===== src/rtl/core/float_sample_split_defines.svh =====
// Assertion helpers used by float_sample_split
`ifndef FLOAT_SAMPLE_SPLIT_DEFINES_SVH
`define FLOAT_SAMPLE_SPLIT_DEFINES_SVH

// Check that a condition implies another in the same cycle
`define FSS_ASSERT_SAME(label, clk, rst_n, ante, cons, msg) \
	label: assert property (@(posedge clk) disable iff (!rst_n) (ante) |-> (cons)) \
		else $error(msg);

// Check that a condition implies another in the next cycle
`define FSS_ASSERT_NEXT(label, clk, rst_n, ante, cons, msg) \
	label: assert property (@(posedge clk) disable iff (!rst_n) (ante) |=> (cons)) \
		else $error(msg);

`endif


===== src/rtl/core/fss_pkg.sv =====
package fss_pkg;

	// Result kind carried on tuser
	typedef enum logic [1:0] {
		KIND_FAST    = 2'd0,
		KIND_ESCAPE  = 2'd1,
		KIND_ZERO    = 2'd2,
		KIND_INF_NAN = 2'd3
	} kind_t;

	// Configuration register indexes
	localparam logic [1:0] CFG_EXPONENT_SPAN  = 2'd0;
	localparam logic [1:0] CFG_FLOOR_EXPONENT = 2'd1;
	localparam logic [1:0] CFG_TOP_EXPONENT   = 2'd2;
	localparam logic [1:0] CFG_SHIFT_TRIM     = 2'd3;

	localparam int CFG_INDEX_W = 2;
	localparam int CFG_DATA_W  = 9;
	localparam int SAMPLE_W    = 32;
	localparam int RESULT_W    = 88;

	// Fixed symbols and offsets
	localparam logic [8:0]        SYM_INF_NAN   = 9'd278;
	localparam logic [7:0]        EXP_ALL_ONES  = 8'hff;
	localparam logic signed [9:0] EXP_BIAS      = 10'sd127;
	localparam logic signed [9:0] SYM_OFFSET    = 10'sd150;
	localparam logic signed [9:0] MANT_BITS     = 10'sd23;
	localparam logic [4:0]        MANT_BITS_U   = 5'd23;
	localparam logic [8:0]        FLOOR_RESET   = 9'h1e9; // -23

	typedef struct packed {
		logic [4:0]        exponent_span;
		logic signed [8:0] floor_exponent;
		logic signed [8:0] top_exponent;
		logic [4:0]        shift_trim;
	} cfg_t;

	typedef struct packed {
		kind_t             sample_kind;
		logic signed [24:0] int_value;
		logic [8:0]        side_symbol;
		logic              sign_flag;
		logic [23:0]       nan_payload;
		logic [4:0]        extra_count;
		logic [22:0]       extra_bits;
	} split_res_t;

endpackage


===== src/rtl/core/fss_classify.sv =====
module fss_classify (
	input  logic [fss_pkg::SAMPLE_W-1:0] sample_bits,
	input  fss_pkg::cfg_t                cfg,
	output fss_pkg::split_res_t          res
);
	import fss_pkg::*;

	logic [7:0]        biased;
	logic [22:0]       mant;
	logic              sign;
	logic [4:0]        lz;
	logic [22:0]       frac;
	logic signed [9:0] e;
	logic signed [9:0] shift;
	logic signed [9:0] avail_raw;
	logic signed [9:0] cap;
	logic signed [9:0] avail_min;
	logic [4:0]        avail;
	logic              in_fast;
	logic [4:0]        sh5;
	logic [23:0]       mag;
	logic signed [5:0] resid;
	logic [22:0]       tail;
	logic [22:0]       mask;
	logic signed [9:0] sym;

	assign biased = sample_bits[30:23];
	assign mant   = sample_bits[22:0];
	assign sign   = sample_bits[31];

	// Leading-zero count of the denormal mantissa
	always_comb begin
		lz = 5'd0;
		for (int i = 0; i < 23; i++) begin
			if (mant[i]) begin
				lz = 5'(22 - i);
			end
		end
	end

	// Normalize: exponent and fraction without the implicit one
	always_comb begin
		if (biased == 8'd0) begin
			e    = -EXP_BIAS - $signed({5'b0, lz});
			frac = 23'(mant << (lz + 5'd1));
		end else begin
			e    = $signed({2'b0, biased}) - EXP_BIAS;
			frac = mant;
		end
	end

	// Shift and residual budget
	assign shift     = e + $signed({5'b0, cfg.exponent_span})
	                   - $signed({cfg.top_exponent[8], cfg.top_exponent});
	assign avail_raw = e - $signed({cfg.floor_exponent[8], cfg.floor_exponent});
	assign cap       = MANT_BITS - $signed({5'b0, cfg.shift_trim});
	assign avail_min = (cap < avail_raw) ? cap : avail_raw;
	assign avail     = (avail_min < 10'sd0) ? 5'd0 : avail_min[4:0];
	assign in_fast   = (shift >= 10'sd0) && (shift <= MANT_BITS);
	assign sh5       = shift[4:0];

	assign mag   = {1'b1, frac} >> (MANT_BITS_U - sh5);
	assign resid = $signed({1'b0, avail}) - $signed({1'b0, sh5});
	assign tail  = frac >> (MANT_BITS_U - avail);
	assign mask  = ~(23'h7fffff << resid[4:0]);
	assign sym   = e + SYM_OFFSET;

	// Classify and build the result word
	always_comb begin
		res = '0;
		if (biased == EXP_ALL_ONES) begin
			res.sample_kind = KIND_INF_NAN;
			res.side_symbol = SYM_INF_NAN;
			res.nan_payload = {mant, sign};
		end else if (biased == 8'd0 && mant == 23'd0) begin
			res.sample_kind = KIND_ZERO;
			res.sign_flag   = sign;
		end else if (in_fast) begin
			res.sample_kind = KIND_FAST;
			res.int_value   = sign ? -$signed({1'b0, mag}) : $signed({1'b0, mag});
			if (resid > 6'sd0) begin
				res.extra_count = resid[4:0];
				res.extra_bits  = tail & mask;
			end
		end else begin
			res.sample_kind = KIND_ESCAPE;
			res.side_symbol = sym[8:0];
			res.sign_flag   = sign;
			res.extra_count = avail;
			res.extra_bits  = tail;
		end
	end

endmodule


===== src/rtl/core/float_sample_split.sv =====
// float_sample_split: splits IEEE single-precision samples into coder pieces.
// Input stream s_*: one word per sample, s_tdata holds the raw 32-bit pattern.
// Output stream m_*: one word per sample, in order. m_tuser is the sample
// kind (fast path, escape, zero, inf/NaN); m_tdata packs the integer value,
// side symbol, sign, NaN payload, residual count and residual bits.
// Config port cfg_*: cfg_index selects exponent span, floor exponent, top
// exponent or shift trim; cfg_ready is always high. Write only while idle.
// Path: an accepted word is held in the input register, classified by the
// combinational stage, and captured in the result register that drives m_*.
// Throughput: one sample per cycle while m_tready stays high, set by the
// single combinational stage (leading-zero count, barrel shifts, exponent
// adds) between the input and result registers.
// When the receiver stalls, the result register holds and the input register
// holds behind it; s_tready drops only when both are full.
// Reset (arst_n low) empties both stages and restores the register defaults.
`include "float_sample_split_defines.svh"

module float_sample_split (
	input  logic                            clk,
	input  logic                            arst_n,
	// sample_bits[31:0]
	input  logic [fss_pkg::SAMPLE_W-1:0]    s_tdata,
	input  logic                            s_tvalid,
	output logic                            s_tready,
	// int_value[24:0], side_symbol[33:25], sign_flag[34], nan_payload[58:35],
	// extra_count[63:59], extra_bits[86:64], zero pad[87]
	output logic [fss_pkg::RESULT_W-1:0]    m_tdata,
	// sample_kind[1:0]
	output logic [1:0]                      m_tuser,
	output logic                            m_tvalid,
	input  logic                            m_tready,
	input  logic                            cfg_valid,
	output logic                            cfg_ready,
	input  logic [fss_pkg::CFG_INDEX_W-1:0] cfg_index,
	input  logic [fss_pkg::CFG_DATA_W-1:0]  cfg_data
);
	import fss_pkg::*;

	cfg_t        cfg_q;
	logic [31:0] sample_s1;
	logic        valid_s1;
	split_res_t  res_comb;
	split_res_t  res_s2;
	logic        valid_s2;
	logic        advance;

	assign cfg_ready = 1'b1;

	// Write configuration registers
	always_ff @(posedge clk or negedge arst_n) begin
		if (!arst_n) begin
			cfg_q.exponent_span  <= 5'd0;
			cfg_q.floor_exponent <= FLOOR_RESET;
			cfg_q.top_exponent   <= 9'd0;
			cfg_q.shift_trim     <= 5'd0;
		end else if (cfg_valid) begin
			case (cfg_index)
				CFG_EXPONENT_SPAN:  cfg_q.exponent_span  <= cfg_data[4:0];
				CFG_FLOOR_EXPONENT: cfg_q.floor_exponent <= cfg_data;
				CFG_TOP_EXPONENT:   cfg_q.top_exponent   <= cfg_data;
				CFG_SHIFT_TRIM:     cfg_q.shift_trim     <= cfg_data[4:0];
				default:            cfg_q                <= cfg_q;
			endcase
		end
	end

	// Advance the pipe whenever the result register is free or drains
	assign advance  = !valid_s2 || m_tready;
	assign s_tready = !valid_s1 || advance;

	// Input register
	always_ff @(posedge clk or negedge arst_n) begin
		if (!arst_n) begin
			valid_s1 <= 1'b0;
		end else if (s_tready) begin
			valid_s1 <= s_tvalid;
		end
	end

	always_ff @(posedge clk) begin
		if (s_tvalid && s_tready) begin
			sample_s1 <= s_tdata;
		end
	end

	fss_classify u_classify (
		.sample_bits (sample_s1),
		.cfg         (cfg_q),
		.res         (res_comb)
	);

	// Result register
	always_ff @(posedge clk or negedge arst_n) begin
		if (!arst_n) begin
			valid_s2 <= 1'b0;
		end else if (advance) begin
			valid_s2 <= valid_s1;
		end
	end

	always_ff @(posedge clk) begin
		if (advance && valid_s1) begin
			res_s2 <= res_comb;
		end
	end

	assign m_tvalid = valid_s2;
	assign m_tuser  = res_s2.sample_kind;
	assign m_tdata  = {1'b0, res_s2.extra_bits, res_s2.extra_count, res_s2.nan_payload,
	                   res_s2.sign_flag, res_s2.side_symbol, res_s2.int_value};

	// Checks on the pipeline and result encoding
	`FSS_ASSERT_NEXT(a_load_s1, clk, arst_n, s_tvalid && s_tready, valid_s1,
		"accepted word did not reach the input register")
	`FSS_ASSERT_NEXT(a_load_s2, clk, arst_n, valid_s1 && advance, valid_s2,
		"input register word did not reach the result register")
	`FSS_ASSERT_SAME(a_int_fast, clk, arst_n, m_tvalid && m_tuser != KIND_FAST,
		m_tdata[24:0] == 25'd0, "integer value set outside the fast path")
	`FSS_ASSERT_SAME(a_inf_nan, clk, arst_n, m_tvalid && m_tuser == KIND_INF_NAN,
		m_tdata[33:25] == SYM_INF_NAN && m_tdata[63:59] == 5'd0,
		"inf/NaN word carries wrong symbol or residual count")

endmodule

===== config.mk =====
export PLATFORM = sky130hd
export DESIGN_NAME = float_sample_split
export DESIGN_NICKNAME = d
export VERILOG_FILES = /design/src/rtl/core/fss_pkg.sv /design/src/rtl/core/fss_classify.sv /design/src/rtl/core/float_sample_split.sv
export VERILOG_INCLUDE_DIRS = /design/src /design/src/rtl/core
export SDC_FILE = /design/constraint.sdc
export NUM_CORES = 1
export LEC_CHECK = 0
export ABC_CLOCK_PERIOD_IN_PS = 19400
export BUFFER_PORTS_ARGS = -buffer_cell sky130_fd_sc_hd__buf_2
export CORE_MARGIN = 2
export CORE_UTILIZATION = 45
export CTS_BUF_LIST = sky130_fd_sc_hd__clkbuf_8
export DETAILED_ROUTE_END_ITERATION = 16
export HOLD_SLACK_MARGIN = 0.15
export PLACE_DENSITY = 0.69
export SETUP_SLACK_MARGIN = 0.4
export SLEW_MARGIN = 20
export SYNTH_ARGS = -nofsm -noshare
export SYNTH_HDL_FRONTEND = slang
export SYNTH_SLANG_ARGS = --single-unit

===== constraint.sdc =====
create_clock -name clk -period 19.4 [get_ports clk]
set_input_delay 1.94 -clock clk [delete_from_list [all_inputs] [get_ports clk]]
set_output_delay 1.94 -clock clk [all_outputs]
set_load 0.01 [all_outputs]

# Word level (Yosys, flattened, before mapping)
# Cells that the tools add are included.
# word_totals
latchBits,0
mem_bits_ro,0
reg_bits,151
mem_bits_rw,0
input_bits,48
output_inout_bits,93
memories,0
# classes
n_bitwise,4
n_mux,35
shift,4
n_addsub,12
n_div,0
n_eq_ne,4
n_reduce_logical,19
magnitude_cmp,5
multipliers,0
# op_table
cell,n
$mux 5,24
$mux 28,2
$mux 10,3
$neg 24->25,1
$mux 24,1
$shr 24x5->24,1
$and 23x23->23,1
$logic_not 23->1,1
$mux 23,1
$not 23->23,1
$shl 23x5->23,1
$shl 23x5->23 const A,1
$shr 23x5->23,1
$sub 10x9->10,2
$add 10x6->10,1
$ge 10x1->1 const B,1
$le 10x6->1 const B,1
$lt 10x1->1 const B,1
$lt 10x10->1,1
$sub 5x5->5 const A,2
$add 9x9->9 const B,1
$mux 9,1
$sub 8x6->9 const A,1
$sub 8x7->9 const B,1
18 further kinds,31

# Logic depth before layout (Yosys ltp)
# Gate-level depths: netlist (run 1).
# logic_depth
depth_word,36
ltp_mapped,42
depth_no_buf,40

# Cells and area by module
# A second synthesis (run 1) with hierarchy kept.
# hier_totals
cells_unflattened,1516
hier_area_um2,13356.6
# by_module_without_submodules
module,seq_area_each_um2,area_each_um2,cells_per_inst,instances
fss_classify,0.0,8541.9,1323,1
float_sample_split,4391.7,4814.6,193,1

# Least setup slack after synthesis (run 1)
# OpenSTA, ideal clock, no wires.
# synth_timing
path_kind,reg2reg
startpoint,register sample_s1[1]
endpoint,"register res_s2, in the netlist m_tdata[67] (data pin)"
path_stages_with_launch,42
n_path_buf,3
synth_period_minus_slack_ps,8082
path_slack_ps,11318
t_required_ps,19231
t_arrival_ps,7913
setup_time_ps,169
path_cell_list,edfxtp_1 > nor2_1 > a211oi_1 > o31ai_1 > a311oi_1 > o31a_1 > nor3_1 > o311ai_0 > inv_1 > ha_1 > a21oi_1 > inv_1 > ha_1 > nor2b_1 > o21ai_0 > nand2b_1 > a21oi_1 > o21bai_1 > [6 not listed] > nor2_1 > o21ai_0 > o221ai_1 > buf_1 > mux2i_1 > nand2_1 > inv_1 > clkbuf_1 > clkbuf_1 > ha_1 > a21o_1 > a21oi_1 > xnor2_1 > nor4_1 > o21ai_0 > o21ai_0 > or3_1 > o31ai_1
# synth_between
elab_chain_len,35
# synth_rtl
item,line_no,source
from (decl),float_sample_split.sv:40,logic [31:0] sample_s1;
from (signal assigned),float_sample_split.sv:82,sample_s1 <= s_tdata;
$mux 5 (22 in series),fss_classify.sv:35,if (mant[i]) begin
$sub 8x6->9,fss_classify.sv:44,"e = -EXP_BIAS - $signed({5'b0, lz});"
$mux 10,fss_classify.sv:43,if (biased == 8'd0) begin
$sub 10x9->10,fss_classify.sv:55,"assign avail_raw = e - $signed({cfg.floor_exponent[8], cfg.floor_exponent});"
$lt 10x10->1,fss_classify.sv:57,assign avail_min = (cap < avail_raw) ? cap : avail_raw;
$mux 10,fss_classify.sv:57,
$lt 10x1->1,fss_classify.sv:58,assign avail = (avail_min < 10'sd0) ? 5'd0 : avail_min[4:0];
$mux 5,fss_classify.sv:58,
$sub 5x5->6,fss_classify.sv:63,"assign resid = $signed({1'b0, avail}) - $signed({1'b0, sh5});"
$shl 23x5->23,fss_classify.sv:65,assign mask = ~(23'h7fffff << resid[4:0]);
$not 23->23,fss_classify.sv:65,
$and 23x23->23,fss_classify.sv:83,res.extra_bits = tail & mask;
$mux 28,fss_classify.sv:81,if (resid > 6'sd0) begin
$mux 28,fss_classify.sv:78,end else if (in_fast) begin
to (signal assigned),float_sample_split.sv:103,res_s2 <= res_comb;
to (decl),float_sample_split.sv:43,split_res_t res_s2;
# Several ways; a longest one is shown, not always the timed one.
# A chain may end at the register's enable or synchronous reset.

# Final worst setup path (run 1)
# Same ends and word-level chain as after synthesis.

==> summary.md, run 1 <==
| Metric | Value |
|---|---|
| Status | finished clean |
| Switching power | roughly 0.0016 W |
| Fraction of registers with async set/reset | between 10% and 20% |
| Post-route clock skew | between 0.015 and 0.02 ns |
| Setup-failing EPs final | 0 |
| CP Launch Type | flop |
| Final WL | about 41 mm |
| Area share of the largest cell type after synthesis | 28.62% |
| Critical path's most frequent cell | o21ai_0 |
| Vias in the first global route | around 11,000 |
| Worst hold path type | flop to flop |
| Peak Freq | 98.43 MHz |
| I/O Pins | between 100 and 150 |
| Max-slew violation count | 0 |
| Final non-filler cell total | about 1,900 |
| Hold endpoint | cfg_q[6]$_DFFE_PN0P_ |
| Logic pwr share | around three quarters |
| Via count | between 10,000 and 15,000 |
| Share of cells above drive strength 1 | between 10% and 20% |
| Die ar. | roughly 30,000 µm² |
| Synth area leader | edfxtp_1 |
| Largest net degree at the start of global routing | 54 |
| Core area | around 28,000 µm² |
| Min-delay src | cfg_q[6]$_DFFE_PN0P_ |
| First-pass GRT wire length | 63.59 mm |
| Total power per unit cell area | between 200 and 250 nW/µm² |
| FP Rows | 61 |
| Post-synth EDFFs | 121 |
| Reg2reg path depth | 34 |
| Initial drt markers | 1,561 |
| Final period util | a little over half |
| Worst skew pair latency | between 0.4 and 0.5 ns |
| CTS tree | yes |
| R2r endpoint | m_tdata[67]$_SDFFCE_PP0P_ |
| Die X | around 170 µm |
| CTS Buf Count | 17 |
| Buffers on Ports | around 140 |
| Worst Hold Depth | 1 |
| Vias per cell | between 6 and 7 |
| Reg clk slew, reported paths | 0.09 ns |
| Slowest-stage cell, CP | inv_1 |
| Clk pwr share | 10.4% |
| Placed Instances | 1,894 |
| Area Overhead vs Synth | 11.22% |
| Initial Util | approximately 46% |
| Die Height | 172.0 µm |
| P_int | between 0.001 and 0.0015 W |
| CP max stage delay | 0.81 ns |
| Grt ovf | 0 |
| Initial antenna violation count | 0 |
| Crit path arrival time | approximately 10 ns |
| Library cells used by synthesis | between 90 and 100 |
| Nets | 1,635 |
| Post_cts resized | 0 |
| Worst r2r src | sample_s1[1]$_DFFE_PP_ |
| Switching share of total power | a little under three fifths |
| WHS | roughly 0.52 ns |
| Hpwl dp | about 31 mm |
| Flop2flop setup slack | approximately 9 ns |
| Cells after Synth | about 1,400 |
| Critical-path maximum fanout | 29 |
| Antenna diodes | 0 |
| Synth top area cells | edfxtp_1 29%, mux2i_1 5.0%, dfrtp_1 4.7% |
| Post-CTS Setup Repair Bufs | 0 |
| Antenna Nets Post-Route | 0 |
| Setup TNS | 0 ns |
| DR pass1 iterations | 6 |
| Synthesized net count | roughly 1,500 |
| Clock tree buffer depth | 2 |
| Crit Path Class | flop to flop |
| Fin. Hold Viols | 0 |
| Critical Path Sink Type | flop |
| H-tree depth | 4 |
| Clock period minus worst slack | between 10 and 15 ns |
| CTS Hold Bufs | 0 |
| Synth Warn # | 0 |
| Worst-Margin Slew | between 1 and 1.5 ns |
| IR drop worst, VDD | a little under 0.09 mV |
| Slew HR | about a fifth |
| Main synth FF type | edfxtp_1 |
| Sequential share of the synthesized area | between 30% and 40% |
| Leakage power | ~5.7 nW |
| # DRC | 0 |
| Root Buffer | clkbuf_8 |
| Netlist Area Pre-Place | between 10,000 and 15,000 µm² |
| Tot GR Track Use | between 20 and 30% |
| Flop pwr share | 16.4% |
| RSZ-0062 raised after global routing | no |
| WL/cell | around 22 µm |
| # fillers | about 2,700 |
| Placer Congestion | 1.023 |
| Critical Path RT | 19.69 ns |
| Synthesis-stage register bit count | about 150 |
| Max Cap Viol | 0 |
| CTS sink cnt | roughly 150 |
| Mapped Avg Cell Area | just under 9 µm² |
[power groups by stage]
stage / combinational [W] / clock (W) / sequential, W
2_1_floorplan: 0.00146 / 0 / 0.000490
3_3_place_gp: 0.00201 / 0 / 0.000476
4_1_cts: 0.00203 / 0.000302 / 0.000471
6_report: 0.00209 / 0.000297 / 0.000470
3_5_place_dp: 0.00202 / 0 / 0.000478
5_1_grt: 0.00226 / 0.000315 / 0.000477
[how the worst max path moves through the flow]
stage                                            to  depth (start not counted)                   start
after CTS                 m_tdata[67]$_SDFFCE_PP0P_                         34  sample_s1[1]$_DFFE_PP_
final                     m_tdata[67]$_SDFFCE_PP0P_                         34  sample_s1[1]$_DFFE_PP_
after floorplan           m_tdata[67]$_SDFFCE_PP0P_                         41  sample_s1[1]$_DFFE_PP_
after global routing      m_tdata[67]$_SDFFCE_PP0P_                         34  sample_s1[1]$_DFFE_PP_
after detailed placement  m_tdata[67]$_SDFFCE_PP0P_                         34  sample_s1[1]$_DFFE_PP_
after global placement    m_tdata[67]$_SDFFCE_PP0P_                         36  sample_s1[2]$_DFFE_PP_
[worst max-delay path, delay by kind of cell (launching register included)]
kind	cells	cell delay [ns]
fa+ha+maj	4	1.41
buf+inv	4	1.16
flops	1	0.51
compound gates	18	4.90
simple gates	6	1.18
xor+xnor	1	0.29
mux	1	0.52
[cell type report]
class / instances / area, µm² / area share [%]
clock buffers: 17 / 234.0 / 1.657
well taps: 378 / 473.0 / 3.349
inverters: 66 / 247.7 / 1.754
clock inverters: 15 / 232.7 / 1.648
repair buffers: 156 / 825.8 / 5.848
flip-flops and latches: 151 / 4392 / 31.10
multi-input cells: 1143 / 7716 / 54.64
[through the flow]
step	instance area [µm²]	util [%]	total power, W	setup slack [ns]
6_report	14120	50.83	0.002860	9.241
5_1_grt	14120	50.83	0.003054	8.488
4_1_cts	14110	50.81	0.002803	8.805
3_5_place_dp	13650	49.13	0.002500	8.900
3_3_place_gp	13650	49.13	0.002489	9.460
2_1_floorplan	12700	-	0.001952	11.32
[synthesized netlist by cell type (all sizes together) (7+ instances only)]
cell type and count:
edfxtp 121, mux2i 63, or2 7, nor2 143
o211ai 20, or3 14, a22oi 10, nand3 78
and2 23, a2111oi 13, nand2b 22, a41oi 8
xor2 12, o22ai 15, nor2b 11, a21oi 90
ha 45, a31oi 22, a211oi 27, o31ai 18
fa 7, and3 32, o21ai 70, inv 63
a221oi 7, nor4 15, nand4 14, buf 26
dfrtp 24, mux2 38, xnor2 27, a32oi 13
a21o 19, nand2 122, nor3b 7, clkbuf 55
nor3 47
[metal layers]
layer	up-vias	wire [µm]	GRT usage, %	part of all wire (%)
met3	87	3605	5.447	8.7
met1	5704	18210	39.38	44
met2	658	18400	42.87	44
met4	0	1202	9.134	2.9
met5	-	0	0	0
li1	5643	-	-	-
[sequential cells by signal (all words and copies together) (netlist names)]
signal / count
cfg_q: 28
m_tdata: 87
m_tuser: 2
m_tvalid: 1
sample_s1: 32
valid_s1: 1
[cell usage in the layout (no fill, tap or decap), types with 22 or more instances in the layout]
| cell type | instances |
|---|---|
| mux2i_1 | 62 |
| and2_1 | 22 |
| buf_2 | 138 |
| xnor2_1 | 25 |
| a211oi_1 | 25 |
| a31oi_1 | 22 |
| inv_1 | 62 |
| nand2b_1 | 22 |
| edfxtp_1 | 121 |
| dfrtp_1 | 24 |
| nor2_1 | 143 |
| o21ai_0 | 66 |
| and3_1 | 32 |
| ha_1 | 45 |
| nand2_1 | 120 |
| nand3_1 | 76 |
| nor3_1 | 45 |
| a21oi_1 | 86 |
| mux2_2 | 38 |
[logic make-up (layout without fill, tap and decap cells)]
| logic type | count (synthesis) | after routing | share of synthesized area, % |
|---|---|---|---|
| other | 2 | 2 | 0.05915 |
| AOI/OAI and AO/OA | 395 | 395 | 21.49 |
| DFF | 151 | 151 | 34.59 |
| buffers and inverters | 147 | 254 | 4.858 |
| muxes | 105 | 105 | 9.047 |
| xor gates and xnor gates | 39 | 39 | 2.809 |
| adders and majority gates | 52 | 52 | 5.539 |
| and+or+nand+nor | 550 | 550 | 21.60 |
Note: power is estimated with default switching activity, not from simulation.
==> run 2, diff against run 1 <==
- ABC_CLOCK_PERIOD_IN_PS: 19400 -> 9700
- clock period: 19.4 -> 9.7 ns (I/O delays scaled with it)
==> run 2 against run 1 <==
Compared with the run above: sequential share of layout area is 0.25 points lower; design area is 0.82% higher; routed wire length is 2.7% higher; sequential cell count stayed put.
==> summary.md, run 2 (synthesis gave the netlist of run 1 again) <==
| Metric | Value |
|---|---|
| Status | finished clean |
| Setup-failing EPs final | 0 |
| Worst skew pair latency | ~0.5 ns |
| CTS sink cnt | around 150 |
| CP Launch Type | flop |
| Slew HR | ~31% |
| Logic pwr share | 74.0% |
| CP max stage delay | 0.52 ns |
| Leakage power | roughly 5.8 nW |
| Initial drt markers | around 1,600 |
| Vias per cell | 6.306 |
| Register area | roughly 4400 µm² |
| Switching power | approximately 0.0032 W |
| # DRC | 0 |
| Setup TNS | 0 ns |
| FP Rows | about 60 |
| Placer Congestion | slightly above 1 |
| Critical path's most frequent cell | o21ai_0 |
| CP Launch Point | sample_s1[1]$_DFFE_PP_ |
| Nets | approximately 1,700 |
| WL/cell | approximately 22 µm |
| First-pass GRT wire length | ~66 mm |
| Crit path arrival time | just under 9 ns |
| Max reg flops | 87 |
| Final period util | between 80% and 90% |
| H-tree depth | 4 |
| Post-route clock skew | about 0.026 ns |
| Max-slew violation count | 0 |
| # fillers | around 2,600 |
| Die ar. | a little under 30,000 µm² |
| P_int | 0.002602 W |
| Vias in the first global route | roughly 12,000 |
| Fin. Hold Viols | 0 |
| CTS tree | yes |
| Tot GR Track Use | between 20 and 30% |
| Total power per unit cell area | between 400 and 500 nW/µm² |
| Clock period minus worst slack | between 8 and 9 ns |
| Largest net degree at the start of global routing | 49 |
| Switching share of total power | a little under three fifths |
| DR pass1 iterations | 7 |
| Core area | 27,780 µm² |
| Worst hold path type | primary input to async pin |
| Grt ovf | 0 |
| Clk pwr share | about a tenth |
| Root Buffer | clkbuf_8 |
| Area Overhead vs Synth | 12.14% |
| Worst r2r src | sample_s1[1]$_DFFE_PP_ |
| I/O Pins | 141 |
| Worst-Margin Slew | between 1 and 1.5 ns |
| Final Total Pwr | slightly below 0.006 W |
| Slowest-stage cell, CP | a2111oi_0 |
| Reg clk slew, reported paths | 0.10 ns |
| Clock tree buffer depth | 2 |
| Commonest non-fill, non-tap cell in the layout | nor2_1 |
| Buffers on Ports | 138 |
| RSZ-0062 raised after global routing | no |
| IR drop worst, VDD | roughly 0.24 mV |
| Max Cap Viol | 0 |
| Area occupied by multi-input gates | roughly 7700 µm² |
| Die Height | about 170 µm |
| Die X | roughly 170 µm |
| Flop pwr share | 16.2% |
| Critical Path Sink Type | flop |
| Hpwl dp | approximately 32 mm |
| Initial Util | a little under half |
| Antenna Nets Post-Route | 0 |
| Via count | between 10,000 and 15,000 |
| Antenna diodes | 0 |
| Final WL | between 40 and 50 mm |
| Most frequent cells in the layout | 143 x nor2_1, 138 x buf_2, 121 x edfxtp_1 |
| Crit Path Class | flop to flop |
| Peak Freq | about 120 MHz |
| Share of cells above drive strength 1 | a little under a fifth |
| Critical-path maximum fanout | 16 |
| Initial antenna violation count | 0 |
| CTS Buf Count | 17 |
| Critical Path RT | between 9 and 10 ns |
==> run 2: through the flow <==
| step | instances | hold slack (ns) | area, µm² | util (%) | setup slack [ns] |
|---|---|---|---|---|---|
| after global placement | 1910 | 0.4668 | 13770 | 49.56 | 1.271 |
| after CTS | 1942 | 0.5146 | 14210 | 51.13 | 0.8306 |
| final | 1942 | 0.4970 | 14240 | 51.25 | 1.285 |
| after global routing | 1942 | 0.5242 | 14240 | 51.25 | 0.4560 |
| after floorplan | 1441 | 0.4490 | 12700 | - | 1.618 |
| after detailed placement | 1910 | 0.4934 | 13770 | 49.56 | 0.9371 |
==> run 2: path summary, 6_finish.rpt <==
path | depth (start not counted) | end | slack (ns)
min in group clk | 1 | cfg_q[10]$_DFFE_PN0P_ | 0.51
worst min register to register | 1 | cfg_q[10]$_DFFE_PN0P_ | 0.51
worst max register to register | 35 | m_tdata[72]$_SDFFCE_PP0P_ | 1.28
worst max-delay path | 35 | m_tdata[72]$_SDFFCE_PP0P_ | 1.28
max in group asynchronous | 1 | cfg_q[23]$_DFFE_PN0P_ | 8.78
worst min-delay path | 1 | cfg_q[9]$_DFFE_PN0P_ | 0.50
==> run 2: area by class of cell <==
cell class	count	share of cell area, %
clock buffer	17	1.643
clock inverter	15	1.424
inverter	66	1.740
multi-input combinational	1143	54.38
sequential	151	30.85
tap	378	3.322
timing repair buffer	172	6.644
==> run 2: per-layer routing <==
| metal | global-route usage [%] | vias to the layer above | share of wire, % |
|---|---|---|---|
| met5 | 0 | - | 0 |
| met4 | 9.207 | 0 | 2.5 |
| met3 | 7.210 | 86 | 9.3 |
| met2 | 45.24 | 632 | 45 |
| met1 | 39.33 | 5852 | 44 |
| li1 | - | 5676 | - |
==> run 2: repair_timing <==
item | in CTS | in global routing
endpoints found under the setup margin | 0 | 4
buffers inserted | 0 | 0
gates resized for setup | 0 | 4
hold buffers | 0 | 0
==> run 2: power by group through the flow <==
stage	Sequential [W]	Clock [W]	Combinational [W]
6_report	0.000940	0.000574	0.00430
5_1_grt	0.000954	0.000599	0.00465
4_1_cts	0.000942	0.000575	0.00416
3_5_place_dp	0.000955	0	0.00414
3_3_place_gp	0.000954	0	0.00415
2_1_floorplan	0.000981	0	0.00292
==> run 2: worst max-delay path, delay by kind of cell (launching register included) <==
kind                       cells  cell delay (ns)
AOI/OAI and AO/OA             18             4.31
and+or+nand+nor                7             0.91
xor gates and xnor gates       1             0.29
adders and majority gates      4             1.30
DFF                            1             0.49
buffers and inverters          5             0.85
==> run 3, diff against run 2 <==
==> constraint.sdc (replaced) <==
create_clock -name clk -period 9.7 [get_ports clk]
set_input_delay 0 -clock clk [delete_from_list [all_inputs] [get_ports clk]]
set_output_delay 0 -clock clk [all_outputs]
set_load 0.01 [all_outputs]
==> run 3 against run 2 <==
Compared with the run above: maximum frequency barely moved; setup slack improved by 0.0051 ns; critical path depth did not move; power rose by 0.37%; via count rose by 1.7%; sequential cell count did not move; largest cell class unchanged.
==> summary.md, run 3 (synthesis gave the netlist of run 1 again) <==
| Metric | Value |
|---|---|
| FP Rows | just over 60 |
| Largest net degree at the start of global routing | 49 |
| Post-CTS Setup Repair Bufs | 0 |
| Peak Freq | approximately 120 MHz |
| Max reg flops | between 80 and 90 |
| R2r endpoint | m_tdata[72]$_SDFFCE_PP0P_ |
| Vias per cell | about 6.3 |
| Flop2flop setup slack | ~1.3 ns |
| Status | finished clean |
| Area after DPL | ~14,000 µm² |
| Area Overhead vs Synth | 16.04% |
| Critical Path RT | between 9 and 10 ns |
| RSZ-0062 raised after global routing | no |
| CP Launch Point | sample_s1[1]$_DFFE_PP_ |
| CP Launch Type | flop |
| Initial drt markers | roughly 1,400 |
| I/O Pins | around 140 |
| Hpwl dp | between 30 and 40 mm |
| Crit path arrival time | 8.65 ns |
| H-tree depth | 4 |
| Worst hold path type | primary input to flop |
| Die ar. | about 30,000 µm² |
| Slowest-stage cell, CP | edfxtp_1 |
| Initial antenna violation count | 0 |
| Setup TNS | 0 ns |
| WL/cell | 21.75 µm |
| Design area | 14,730 µm² |
| Reg clk slew, reported paths | approximately 0.11 ns |
| # DRC | 0 |
| Critical Path Sink Type | flop |
| CTS sink cnt | 151 |
| Crit Path Class | flop to flop |
| Final period util | 86.70% |
| IR drop worst, VDD | around 0.25 mV |
| Final WL | 43.33 mm |
| Die Height | approximately 170 µm |
| Initial Util | 45.70% |
| Worst r2r src | sample_s1[1]$_DFFE_PP_ |
| CP max stage delay | approximately 0.50 ns |
| CTS Buf Count | 17 |
| Placer Congestion | 1.017 |
| Final Util | between 50% and 60% |
| Total power per unit cell area | 396.0 nW/µm² |
| Critical-path maximum fanout | 16 |
| Clock period minus worst slack | approximately 8.4 ns |
| Commonest non-fill, non-tap cell in the layout | nor2_1 |
| Slew HR | 32.22% |
| Setup ws final | 1.290 ns |
| Vias in the first global route | 11,785 |
| Antenna diodes | 0 |
| Most frequent cells in the layout | 143 x nor2_1, 139 x buf_2, 121 x edfxtp_1 |
| Worst skew pair latency | 0.49 ns |
| First-pass GRT wire length | 66.72 mm |
| Post-route clock skew | around 0.025 ns |
| Core area | around 28,000 µm² |
| Max Cap Viol | 0 |
| Fin. Hold Viols | 0 |
| DP Worst Slack | ~0.94 ns |
| Worst-Margin Slew | 0.9911 ns |
| Die X | roughly 170 µm |
| Buffers on Ports | between 100 and 150 |
| Reg2reg path depth | 35 |
| Nets | ~1,700 |
| Max-slew violation count | 0 |
| Grt ovf | 0 |
| Tot GR Track Use | a little under 30% |
| Root Buffer | clkbuf_8 |
| Leakage power | approximately 6.0 nW |
| Clock tree buffer depth | 2 |
| Worst Hold Depth | 2 |
| Setup-failing EPs final | 0 |
| Critical path's most frequent cell | o21ai_0 |
| CTS tree | yes |
| Hold endpoint | sample_s1[5]$_DFFE_PP_ |
| DR pass1 iterations | 6 |
| Min-delay src | s_tdata[5] |
| Via count | 12,457 |
| Share of cells above drive strength 1 | between 10% and 20% |
| Antenna Nets Post-Route | 0 |
run 3: layout make-up:
cell class                 count  area (µm²)
inverter                      66       247.7
timing repair buffer         222        1441
fill                        2588       13050
clock inverter                15       202.7
multi-input combinational   1143        7742
tap                          378       473.0
sequential                   151        4392
clock buffer                  17       234.0
run 3: timing repair:
| action | in CTS | in global routing |
|---|---|---|
| endpoints found under the hold margin | 92 | 0 |
| resized for setup | 0 | 4 |
| endpoints found under the setup margin | 0 | 4 |
| hold buffers | 50 | 0 |
run 3: through the flow:
| step | total power (W) | instances | hold WS [ns] |
|---|---|---|---|
| floorplan | 0.003903 | 1441 | -0.2956 |
| global placement | 0.005105 | 1910 | 0.06601 |
| detailed placement | 0.005100 | 1910 | 0.06403 |
| CTS | 0.005695 | 1992 | 0.1950 |
| global route | 0.006219 | 1992 | 0.2015 |
| finish | 0.005834 | 1992 | 0.1997 |
run 3: report_power, final:
part / internal (W) / leakage [nW] / switching, W
Combinational: 0.00147 / 4.23 / 0.00285
Clock: 0.000267 / 0.218 / 0.000306
Sequential: 0.000879 / 1.54 / 0.0000617
run 3: how the worst max path moves through the flow:
stage,to,slack [ns],cells after the start
finish,m_tdata[72]$_SDFFCE_PP0P_,1.29,35
detailed placement,m_tdata[72]$_SDFFCE_PP0P_,0.94,33
global placement,m_tdata[67]$_SDFFCE_PP0P_,1.27,37
global route,m_tdata[72]$_SDFFCE_PP0P_,0.46,35
CTS,m_tdata[72]$_SDFFCE_PP0P_,0.83,34
floorplan,m_tdata[67]$_SDFFCE_PP0P_,1.62,41
run 3: critical path, delay by kind of cell, from the launching register on:
family / cells / cell delay [ns]
compound gates: 18 / 4.29
fa+ha+maj: 4 / 1.30
simple gates: 7 / 0.91
buf+inv: 5 / 0.85
flops: 1 / 0.50
xor+xnor: 1 / 0.30
run 3: per-layer routing:
layer,global-route usage [%],vias up,part of all wire (%)
li1,-,5775,-
met1,39.38,5885,43
met4,9.280,0,2.7
met2,47.04,691,45
met5,0,-,0
met3,7.141,106,9.7
